[src/rtl/core/cqp_pkg.sv]
// ============================================================================
// cqp_pkg: shared types and codes of the command queue
// Request and response item layouts, the entry held by each queue cell, the
// per-cell control bundle and the request, status and purge codes.
// ============================================================================
package cqp_pkg;

    // Request types
    localparam logic [1:0] REQ_ENQ = 2'd0;
    localparam logic [1:0] REQ_DEQ = 2'd1;
    localparam logic [1:0] REQ_CLR = 2'd2;

    // Status codes
    localparam logic [1:0] ST_OK    = 2'd0;
    localparam logic [1:0] ST_FULL  = 2'd1;
    localparam logic [1:0] ST_EMPTY = 2'd2;

    // Command codes that can trigger a purge before they are appended
    localparam logic [2:0] CODE_SEEK = 3'd2;
    localparam logic [2:0] CODE_ANY  = 3'd7;

    localparam int FILL_OUT_W = 5;

    typedef struct packed {
        logic [1:0]         req_type;
        logic [2:0]         cmd_code;
        logic signed [31:0] arg_a;
        logic signed [31:0] arg_b;
        logic signed [31:0] arg_c;
    } t_req;

    typedef struct packed {
        logic [2:0]            head_code;
        logic signed [31:0]    head_a;
        logic signed [31:0]    head_b;
        logic signed [31:0]    head_c;
        logic [FILL_OUT_W-1:0] fill_count;
        logic [1:0]            status;
    } t_rsp;

    typedef struct packed {
        logic [2:0]         code;
        logic signed [31:0] a;
        logic signed [31:0] b;
        logic signed [31:0] c;
    } t_entry;

    typedef struct packed {
        logic       clear;      // drop the entry
        logic       load;       // first free cell takes the new entry
        logic       purge_en;   // this cell may match and be removed
        logic       need_b;     // match also requires b == 1
        logic [2:0] match_code;
    } t_cell_ctrl;

endpackage

[src/rtl/core/cqp_cell.sv]
// ============================================================================
// cqp_cell: one slot of the command queue
// Holds one entry and its valid bit. A remove signal ripples upward through
// the row: once it is set at a cell, that cell takes its upper neighbour's
// entry, which closes the gap left by the removed entry.
// ============================================================================
module cqp_cell
    import cqp_pkg::*;
(
    input  logic       i_clk,
    input  logic       i_rst_n,
    input  t_cell_ctrl i_ctrl,
    input  logic       i_remove,       // an entry below this slot goes
    input  logic       i_lower_valid,
    input  t_entry     i_upper,
    input  logic       i_upper_valid,
    input  t_entry     i_new,
    output logic       o_remove,
    output t_entry     o_entry,
    output logic       o_valid
);

    logic   r_valid;
    logic   n_valid;
    t_entry r_entry;
    t_entry n_entry;
    logic   w_hit;

    assign w_hit = i_ctrl.purge_en && r_valid && (r_entry.code == i_ctrl.match_code)
                   && (!i_ctrl.need_b || (r_entry.b == 32'sd1));
    assign o_remove = i_remove || w_hit;

    always_comb begin
        n_valid = r_valid;
        n_entry = r_entry;
        if (i_ctrl.clear) begin
            n_valid = 1'b0;
        end else if (o_remove) begin
            n_valid = i_upper_valid;
            n_entry = i_upper;
        end else if (i_ctrl.load && !r_valid && i_lower_valid) begin
            n_valid = 1'b1;
            n_entry = i_new;
        end
    end

    always_ff @(posedge i_clk) begin
        if (!i_rst_n) begin
            r_valid <= 1'b0;
        end else begin
            r_valid <= n_valid;
        end
    end

    always_ff @(posedge i_clk) begin
        r_entry <= n_entry;
    end

    assign o_entry = r_entry;
    assign o_valid = r_valid;

endmodule

[src/rtl/core/command_queue_with_purge.sv]
// ============================================================================
// command_queue_with_purge: command FIFO with duplicate purge
// A row of queue cells driven by a small request sequencer.
// ============================================================================
// Each request item returns one response item carrying the head entry, the
// fill level and a status. Enqueue, dequeue and clear change the cells in
// the apply state and then load the response register in the done state. An
// enqueue on a full queue, a dequeue on an empty queue and the unused request
// type do not touch the cells, so they go straight to the done state. An
// enqueue of code 2 with arg_b equal to 1, or of code 7, first runs a purge
// that removes one matching entry per cycle from slot 1 upward and ends once
// none is left, before it is applied. The input is stalled from acceptance
// until the response register is loaded. The next request is accepted while
// the previous response still waits to be taken, but it cannot finish until
// that response has gone.
module command_queue_with_purge
    import cqp_pkg::*;
#(
    parameter int QUEUE_DEPTH = 16
)(
    input  logic i_clk,
    input  logic i_rst_n,
    input  logic i_valid,
    output logic o_stall,
    input  t_req i_req,
    output logic o_valid,
    input  logic i_stall,
    output t_rsp o_rsp
);

    localparam int FILL_W = $clog2(QUEUE_DEPTH + 1);

    typedef enum logic [3:0] {
        S_IDLE  = 4'b0001,
        S_PURGE = 4'b0010,
        S_APPLY = 4'b0100,
        S_DONE  = 4'b1000
    } t_state;

    t_state              r_state;
    t_state              n_state;
    logic [FILL_W-1:0]   r_fill;
    logic [FILL_W-1:0]   n_fill;
    logic [1:0]          r_status;
    logic [1:0]          n_status;
    t_req                r_req;
    t_rsp                r_out;
    logic                r_out_valid;

    logic                w_accept;
    logic                w_full;
    logic                w_purge_req;
    logic                w_out_load;
    logic [QUEUE_DEPTH:0]   w_rm;
    logic [QUEUE_DEPTH-1:0] w_valid;
    t_entry              w_entry [QUEUE_DEPTH];
    t_cell_ctrl          w_ctrl [QUEUE_DEPTH];
    t_entry              w_new;

    assign o_stall  = (r_state != S_IDLE);
    assign w_accept = i_valid && !o_stall;
    assign w_full   = (r_fill == FILL_W'(QUEUE_DEPTH));
    assign w_purge_req = ((i_req.cmd_code == CODE_SEEK) && (i_req.arg_b == 32'sd1))
                         || (i_req.cmd_code == CODE_ANY);
    assign w_out_load  = (r_state == S_DONE) && (!r_out_valid || !i_stall);

    assign w_new.code = r_req.cmd_code;
    assign w_new.a    = r_req.arg_a;
    assign w_new.b    = r_req.arg_b;
    assign w_new.c    = r_req.arg_c;

    // A dequeue enters the remove chain at the head; a purge enters it at
    // the first matching cell above the head.
    assign w_rm[0] = (r_state == S_APPLY) && (r_req.req_type == REQ_DEQ);

    for (genvar g = 0; g < QUEUE_DEPTH; g++) begin : g_cells
        assign w_ctrl[g].clear      = (r_state == S_APPLY) && (r_req.req_type == REQ_CLR);
        assign w_ctrl[g].load       = (r_state == S_APPLY) && (r_req.req_type == REQ_ENQ);
        assign w_ctrl[g].purge_en   = (r_state == S_PURGE) && (g != 0);
        assign w_ctrl[g].need_b     = (r_req.cmd_code == CODE_SEEK);
        assign w_ctrl[g].match_code = r_req.cmd_code;

        if (g == QUEUE_DEPTH - 1) begin : g_top
            cqp_cell u_cell (
                .i_clk         (i_clk),
                .i_rst_n       (i_rst_n),
                .i_ctrl        (w_ctrl[g]),
                .i_remove      (w_rm[g]),
                .i_lower_valid (w_valid[g-1]),
                .i_upper       ('0),
                .i_upper_valid (1'b0),
                .i_new         (w_new),
                .o_remove      (w_rm[g+1]),
                .o_entry       (w_entry[g]),
                .o_valid       (w_valid[g])
            );
        end else if (g == 0) begin : g_head
            cqp_cell u_cell (
                .i_clk         (i_clk),
                .i_rst_n       (i_rst_n),
                .i_ctrl        (w_ctrl[g]),
                .i_remove      (w_rm[g]),
                .i_lower_valid (1'b1),
                .i_upper       (w_entry[g+1]),
                .i_upper_valid (w_valid[g+1]),
                .i_new         (w_new),
                .o_remove      (w_rm[g+1]),
                .o_entry       (w_entry[g]),
                .o_valid       (w_valid[g])
            );
        end else begin : g_mid
            cqp_cell u_cell (
                .i_clk         (i_clk),
                .i_rst_n       (i_rst_n),
                .i_ctrl        (w_ctrl[g]),
                .i_remove      (w_rm[g]),
                .i_lower_valid (w_valid[g-1]),
                .i_upper       (w_entry[g+1]),
                .i_upper_valid (w_valid[g+1]),
                .i_new         (w_new),
                .o_remove      (w_rm[g+1]),
                .o_entry       (w_entry[g]),
                .o_valid       (w_valid[g])
            );
        end
    end

    always_comb begin
        n_state  = r_state;
        n_fill   = r_fill;
        n_status = r_status;
        unique case (r_state)
            S_IDLE: begin
                if (w_accept) begin
                    n_status = ST_OK;
                    unique case (i_req.req_type)
                        REQ_ENQ: begin
                            if (w_full) begin
                                n_status = ST_FULL;
                                n_state  = S_DONE;
                            end else if (w_purge_req) begin
                                n_state = S_PURGE;
                            end else begin
                                n_state = S_APPLY;
                            end
                        end
                        REQ_DEQ: begin
                            if (r_fill == '0) begin
                                n_status = ST_EMPTY;
                                n_state  = S_DONE;
                            end else begin
                                n_state = S_APPLY;
                            end
                        end
                        REQ_CLR: n_state = S_APPLY;
                        default: n_state = S_DONE;
                    endcase
                end
            end
            S_PURGE: begin
                // One matching entry leaves per cycle until none is left.
                if (w_rm[QUEUE_DEPTH]) begin
                    n_fill = r_fill - 1'b1;
                end else begin
                    n_state = S_APPLY;
                end
            end
            S_APPLY: begin
                n_state = S_DONE;
                unique case (r_req.req_type)
                    REQ_ENQ: n_fill = r_fill + 1'b1;
                    REQ_DEQ: n_fill = r_fill - 1'b1;
                    default: n_fill = '0;
                endcase
            end
            S_DONE: begin
                if (w_out_load) begin
                    n_state = S_IDLE;
                end
            end
            default: n_state = S_IDLE;
        endcase
    end

    always_ff @(posedge i_clk) begin
        if (!i_rst_n) begin
            r_state     <= S_IDLE;
            r_fill      <= '0;
            r_out_valid <= 1'b0;
        end else begin
            r_state <= n_state;
            r_fill  <= n_fill;
            if (w_out_load) begin
                r_out_valid <= 1'b1;
            end else if (!i_stall) begin
                r_out_valid <= 1'b0;
            end
        end
    end

    always_ff @(posedge i_clk) begin
        r_status <= n_status;
        if (w_accept) begin
            r_req <= i_req;
        end
        if (w_out_load) begin
            r_out.head_code  <= w_valid[0] ? w_entry[0].code : 3'd0;
            r_out.head_a     <= w_valid[0] ? w_entry[0].a : 32'sd0;
            r_out.head_b     <= w_valid[0] ? w_entry[0].b : 32'sd0;
            r_out.head_c     <= w_valid[0] ? w_entry[0].c : 32'sd0;
            r_out.fill_count <= FILL_OUT_W'(r_fill);
            r_out.status     <= r_status;
        end
    end

    assign o_valid = r_out_valid;
    assign o_rsp   = r_out;

    // The fill level always equals the number of occupied cells.
    a_fill_matches: assert property (@(posedge i_clk) disable iff (!i_rst_n)
        $countones(w_valid) == int'(r_fill))
        else $error("fill level differs from occupied cells");

    // Occupied cells form an unbroken run from the head.
    a_contiguous: assert property (@(posedge i_clk) disable iff (!i_rst_n)
        ((w_valid + 1'b1) & w_valid) == '0)
        else $error("gap in the occupied cells");

    // A purge only ends once no matching entry is left.
    a_purge_done: assert property (@(posedge i_clk) disable iff (!i_rst_n)
        (r_state == S_PURGE) && (n_state == S_APPLY) |-> !w_rm[QUEUE_DEPTH])
        else $error("purge ended with a match left");

    // An entry is never appended to a full queue.
    a_no_overflow: assert property (@(posedge i_clk) disable iff (!i_rst_n)
        (r_state == S_APPLY) && (r_req.req_type == REQ_ENQ) |-> !w_full)
        else $error("enqueue applied to a full queue");

    // A response is only loaded once the previous one has been taken.
    a_out_safe: assert property (@(posedge i_clk) disable iff (!i_rst_n)
        w_out_load |-> (!r_out_valid || !i_stall))
        else $error("response overwritten while stalled");

endmodule
[config.mk]
export PLATFORM = sky130hd
export DESIGN_NAME = command_queue_with_purge
export DESIGN_NICKNAME = d
export VERILOG_FILES = /design/src/rtl/core/cqp_pkg.sv /design/src/rtl/core/cqp_cell.sv /design/src/rtl/core/command_queue_with_purge.sv
export SDC_FILE = /design/constraint.sdc
export NUM_CORES = 2
export LEC_CHECK = 0
export BUFFER_PORTS_ARGS = -buffer_cell sky130_fd_sc_hd__buf_2
export CAP_MARGIN = 25
export CORE_ASPECT_RATIO = 1.5
export CORE_MARGIN = 3
export CORE_UTILIZATION = 55
export DETAILED_ROUTE_END_ITERATION = 7
export GPL_TIMING_DRIVEN = 0
export PLACE_DENSITY = 0.82
export SYNTH_ARGS = -nofsm -noshare
export SYNTH_HDL_FRONTEND = slang
export SYNTH_SLANG_ARGS = --single-unit
[constraint.sdc]
create_clock -name i_clk -period 17.9 [get_ports i_clk]
set_input_delay 3.58 -clock i_clk [delete_from_list [all_inputs] [get_ports i_clk]]
set_output_delay 3.58 -clock i_clk [all_outputs]
set_load 0.005 [all_outputs]
-- Word level (Yosys, flattened, before mapping)
Index checks and enable logic that the tools add are counted.
- output and inout bits: 108
- flip-flop bits (word level): 1819
- input bits: 105
- logic and storage cells: 400
- $add $sub $neg: 2
- reduce and logical (&&, ||, !) cells: 175
- bitwise logic cells: 2
- mux-type cells: 77
- equality and inequality tests: 49
- operators with widths (kind ; number):
    $mux W99 ; 31
    $eq A32 B2 Y1 const B ; 16
    $logic_and A1 B1 Y1 ; 82
    $eq A3 B3 Y1 ; 15
    $reduce_and A2 Y1 ; 18
    $reduce_bool A2 Y1 ; 17
    $mux W1 ; 33
    $logic_or A1 B1 Y1 ; 32
    $logic_not A1 Y1 ; 20
    $mux W4 ; 5
    $pmux W5 S2 ; 2
    $pmux W4 S4 ; 1
    $pmux W4 S3 ; 1
    $eq A3 B2 Y1 const B ; 2
    $ne A2 B2 Y1 const B ; 3
    $add A5 B1 Y5 const B ; 1
    $eq A5 B5 Y1 const B ; 1
    $logic_not A5 Y1 ; 1
    $mux W5 ; 1
    $sub A5 B1 Y5 const B ; 1
    $eq A2 B1 Y1 const B ; 2
    $eq A2 B2 Y1 const B ; 2
    $eq A4 B1 Y1 const B ; 1
    $eq A4 B2 Y1 const B ; 1
    13 further kinds ; 16

-- Depth between registers and ports, before layout
- depth after elaboration: 21
- gate-level depth with buffers: 13
- depth with buffers taken out: 9

-- By module
A second synthesis with hierarchy kept.
- cell total of the unflattened synthesis: 4199
- area, all modules: 84033.1 sq um
- modules (own cells, without submodules) (module ; sequential area each (sq um) ; area an instance (sq um) ; cells each ; instances):
    cqp_cell ; 2992.9 ; 4769.6 ; 236 ; 16
    command_queue_with_purge ; 6476.2 ; 7719.9 ; 423 ; 1

-- Worst setup path before layout
OpenSTA, ideal clock, no wires.
- kind: register to register
- start: reg r_state[3]
- end: reg g_cells[3].g_mid.u_cell.r_entry, in the netlist g_cells[3].g_mid.u_cell.o_entry[0] (enable)
- setup time: 0.895 ns
- clock period less this slack: 13.763 ns
- path buffers: 1
- stages on the path, launching flop included: 6
- slack: 4.137 ns
- data required time: 17.005 ns
- data arrival time: 12.869 ns
- cell sequence: dfxtp_1 > or4b_2 > clkbuf_1 > nor2_1 > nand2_1 > o311ai_0
- longest elaborated chain between the ends: 9
- elaborated cells on any way between the ends: 22
- classes of those cells: eq/ne (2); bitwise (1); reduce/logical (19)
- ends and longest elaborated chain (item ; RTL line ; text):
    start, declared ; command_queue_with_purge.sv:40 ; t_state r_state;
    start signal, assigned ; command_queue_with_purge.sv:191 ; r_state <= n_state;
    $eq A4 B2 Y1 ; command_queue_with_purge.sv:79 ; assign w_ctrl[g].purge_en = (r_state == S_PURGE) && (g != 0);
    $logic_and A1 B1 Y1 (2 in series) ; cqp_cell.sv:29 ; assign w_hit = i_ctrl.purge_en && r_valid && (r_entry.code == i_ctrl.match_code)
    $logic_and A1 B1 Y1 ; cqp_cell.sv:30 ; && (!i_ctrl.need_b || (r_entry.b == 32'sd1));
    $logic_or A1 B1 Y1 (3 in series) ; cqp_cell.sv:31 ; assign o_remove = i_remove || w_hit;
    $reduce_bool A2 Y1 (no source line) ; - ;
    $reduce_and A2 Y1 (no source line) * ; - ;
    end signal, assigned ; cqp_cell.sv:56 ; r_entry <= n_entry;
    end, declared ; cqp_cell.sv:25 ; t_entry r_entry;
Mark *: on every way between the ends. The rest lies on a longest branch, timed or not.
A chain may end at the register's enable or synchronous reset.

-- Worst setup path in the final report
- start: reg r_req[96] in the netlist's numbering
- end: reg g_cells[2].g_mid.u_cell.r_entry, in the netlist g_cells[2].g_mid.u_cell.o_entry[50] (enable)
- longest elaborated chain between the ends: 8
- elaborated cells on any way between the ends: 14
- classes of those cells: eq/ne (3); reduce/logical (11)
- ends and longest elaborated chain (item ; RTL line ; text):
    start, declared ; command_queue_with_purge.sv:46 ; t_req r_req;
    start signal, assigned ; command_queue_with_purge.sv:204 ; r_req <= i_req;
    $eq A3 B2 Y1 ; command_queue_with_purge.sv:80 ; assign w_ctrl[g].need_b = (r_req.cmd_code == CODE_SEEK);
    $logic_not A1 Y1 ; cqp_cell.sv:30 ;
    $logic_or A1 B1 Y1 ; cqp_cell.sv:30 ;
    $logic_and A1 B1 Y1 ; cqp_cell.sv:30 ;
    $logic_or A1 B1 Y1 ; cqp_cell.sv:31 ;
    $logic_or A1 B1 Y1 * ; cqp_cell.sv:31 ;
    $reduce_bool A2 Y1 (no source line) * ; - ;
    $reduce_and A2 Y1 (no source line) * ; - ;
    end signal, assigned ; cqp_cell.sv:56 ;
    end, declared ; cqp_cell.sv:25 ;
Marks and branches as above.

==> reports/qor.csv <==
stage,metric,value,unit
sta,hold_viol_final,0,
cts,cts-resized-gates,0,
sta,fin_crit_sh,33.3,%
synthesis,syn_avg_cell_area,17.3,um^2
setup_path,crit_required,18450,ps
placement,gp_congestion,0.936,
hold_path,hp-start,r_status[1],
setup_path,crit_arrival,6510,ps
sta,rsz0062_at_grt,no,
setup_path,cp.buffers_inverters,11,
layout,regArea,54400,um^2
setup_path,critical_path.top_delay_family,buffers and inverters,
routing,vias_per_cell,6.17,
global_routing,gr-usage-met2,45.8,%
synthesis,synth_seq_cells,1819,
setup_path,cp-startpoint,r_req[96],
power_and_ir_drop,peakVddDrop,101,uV
setup_path,crit_top_cell,buf_4,
layout,drive_gt1_share,40.4,%
routing,detail-route-antenna-nets,0,
routing,dr.pass1.iters,5,
cts,clk_pin_slew,70,ps
routing,vias,42700,
global_routing,grt-busiest-layer,met2,
global_routing,grt_pass1_wl,288000,um
sta,tightest_slew,1140,ps
setup_path,crit_fanout,10,
die,design.die.area,144000,um^2
routing,wl_per_cell,28.6,um
setup_path,cp-start-kind,register,
power_and_ir_drop,p_leak,0.0294,uW
die,die_h,464,um
run,max-cap-violations,0,
setup_path,slowest_delay,720,ps
cts,hold_buffers,0,
sta,whs,499,ps
cts,post-cts-setup-buffer-count,0,
layout,multi_input_area,21100,um^2
global_routing,grt_max_degree,53,
sta,max_freq,0.168,GHz
cts,root_buffer,clkbuf_16,
synthesis,ys_warn_count,0,
global_routing,overflow,0,
die,initial_core_util,55.5,%
die,rows,167,
synthesis,synth_edf_count,1793,
sta,fin_skew,24.7,ps
die,die_w,311,um
cts,clock_path_buffers,3,
die,coreArea,138000,um^2
cts,cts_tree,done,
synthesis,synth_cells,4446,
routing,drt_iter0_markers,4642,
layout,nets,5041,
global_routing,grt_pass1_vias,43800,
setup_path,crit_type,reg2reg,
synthesis,ys_async_sr_fraction,0,%
global_routing,grt_use_total,27.2,%
layout,syn_to_final_growth,13.8,%
routing,remaining_drc_errors,0,
hold_path,min_path_type,reg2reg,
synthesis,ys.flop_type,edfxtp_1,
layout,layout_common_cells,"1793 x edfxtp_1, 1278 x mux2_2, 326 x nand2_1, 316 x buf_2, 205 x clkbuf_1",
synthesis,postSynthNetCount,4553,
sta,finalMaxSlewViolations,0,
sta,relSlewSlack,22.7,%
setup_path,slowest_stage,nor3b_2,
synthesis,yosysUniqueCellTypes,61,
power_and_ir_drop,p_total,9230,uW
placement,hpwl,137000,um
die,ios,213,
sta,min_period,5970,ps
setup_path,worstPathCellList,buf_2 -> nor3b_2 -> o21ai_1 -> a31oi_2 -> buf_8 -> clkbuf_1 -> buf_8 -> clkbuf_1 -> o211ai_1 -> buf_4 -> buf_4 -> buf_4 -> buf_4 -> buf_4 -> buf_4,
layout,layout_commonest_cell,edfxtp_1,
sta,setup_viol,0,
global_routing,grt_util_met1,33.1,%
global_routing,gr-usage-met3,5.57,%
cts,htree_levels,4,
sta,setup_tns,0,ps
cts,clock_latency,800,ps
layout,n_fill_cell,9411,
cts,cts_buffers,162,
power_and_ir_drop,pwr_density_cell,106,nW/um^2
cts,cts_sinks,1819,
synthesis,netlist_area,76800,um^2
setup_path,r2r-start,r_req[96],
synthesis,yosysSeqAreaShare,70.8,%
status,status,"complete, no violations",
routing,wirelength,198000,um
setup_path,crit_path_end_kind,register,
placement,port_buffers,212,
global_routing,antenna_found_initial,15,
[cells by family after synthesis]
family	share of synthesized area, %
compound gates	0.775
flops	70.8
simple gates	5.25
buf+inv	1.99
xor+xnor	0.559
mux	20.6
fa+ha+maj	0.0326
[area by class of cell]
| cell class | instances | share of cell area, % |
|---|---|---|
| Buffer | 312 | 1.68 |
| Clock inverter | 85 | 0.803 |
| Sequential cell | 1819 | 62.2 |
| Antenna cell | 7 | 0.0200 |
| Inverter | 15 | 0.0644 |
| Clock buffer | 206 | 4.99 |
| Tap cell | 1859 | 2.66 |
| Multi-Input combinational cell | 2300 | 24.1 |
| Timing Repair Buffer | 324 | 3.47 |
[final timing paths]
kind | cells past startpoint | endpoint | slack (ps)
worst max-delay path | 15 | g_cells[2].g_mid.u_cell.o_entry[50] | 11930
worst min register to register | 0 | o_rsp[1] | 500
worst max register to register | 15 | g_cells[2].g_mid.u_cell.o_entry[50] | 11930
worst min-delay path | 0 | o_rsp[1] | 500
[layer usage]
layer / wire length [um] / part of all wire, % / vias to the layer above
met1: 70800 / 36 / 21800
met3: 17700 / 8.9 / 566
met2: 97800 / 49 / 2295
li1: - / - / 18100
met4: 11900 / 6.0 / 10
met5: 69 / 0.035 / -
[worst reg2reg max path, delay by kind of cell (launching register included)]
kind	cells	cell delay [ps]
compound gates	3	1640
simple gates	1	720
buf+inv	11	2990
flops	1	360
[synthesized netlist by cell type, types with 5 or more instances]
cell	instances	area (um^2)
edfxtp_1	1793	53800
mux2_2	1278	14400
nand2_1	328	1230
and2_1	198	1240
clkbuf_1	169	634
nor4_1	123	769
buf_2	101	505
mux2_4	61	916
mux2_1	48	541
xor2_1	35	307
nand4_1	33	206
o21ai_0	27	135
buf_4	26	195
dfxtp_1	26	521
a21oi_1	23	115
nor2_1	21	78.8
nor4b_1	17	149
inv_1	14	52.6
xnor2_1	14	123
nand3_1	11	55.1
buf_6	10	113
buf_1	6	22.5
a311oi_1	5	43.8
nor3_1	5	25.0
nor3b_1	5	37.5
o21bai_1	5	37.5
[sequential cells by signal, summed over array words and instances, names as in the netlist]
signal / cells
g_cells.g_head.u_cell.o_entry: 99
g_cells.g_head.u_cell.o_valid: 1
g_cells.g_mid.u_cell.o_entry: 1386
g_cells.g_mid.u_cell.o_valid: 14
g_cells.g_top.u_cell.o_entry: 99
g_cells.g_top.u_cell.o_valid: 1
o_rsp: 106
o_valid: 1
r_fill: 5
r_req: 101
r_state: 4
r_status: 2
[per-stage QoR]
stage,instance area (um^2),worst slack [ps],instances,util (%)
finish,87500,11930,6927,63.2
detailed placement,82300,11930,6623,59.5
floorplan,76800,4140,4446,-
global placement,80200,-6270,6517,58.0
CTS,87400,12170,6914,63.2
global route,87400,12030,6921,63.2
[power by group]
part | switching, uW | internal, uW
Clock | 1550 | 1860
Combinational | 430 | 417
Sequential | 94.4 | 4880
No activity file was read; power rests on OpenSTA's default activity.
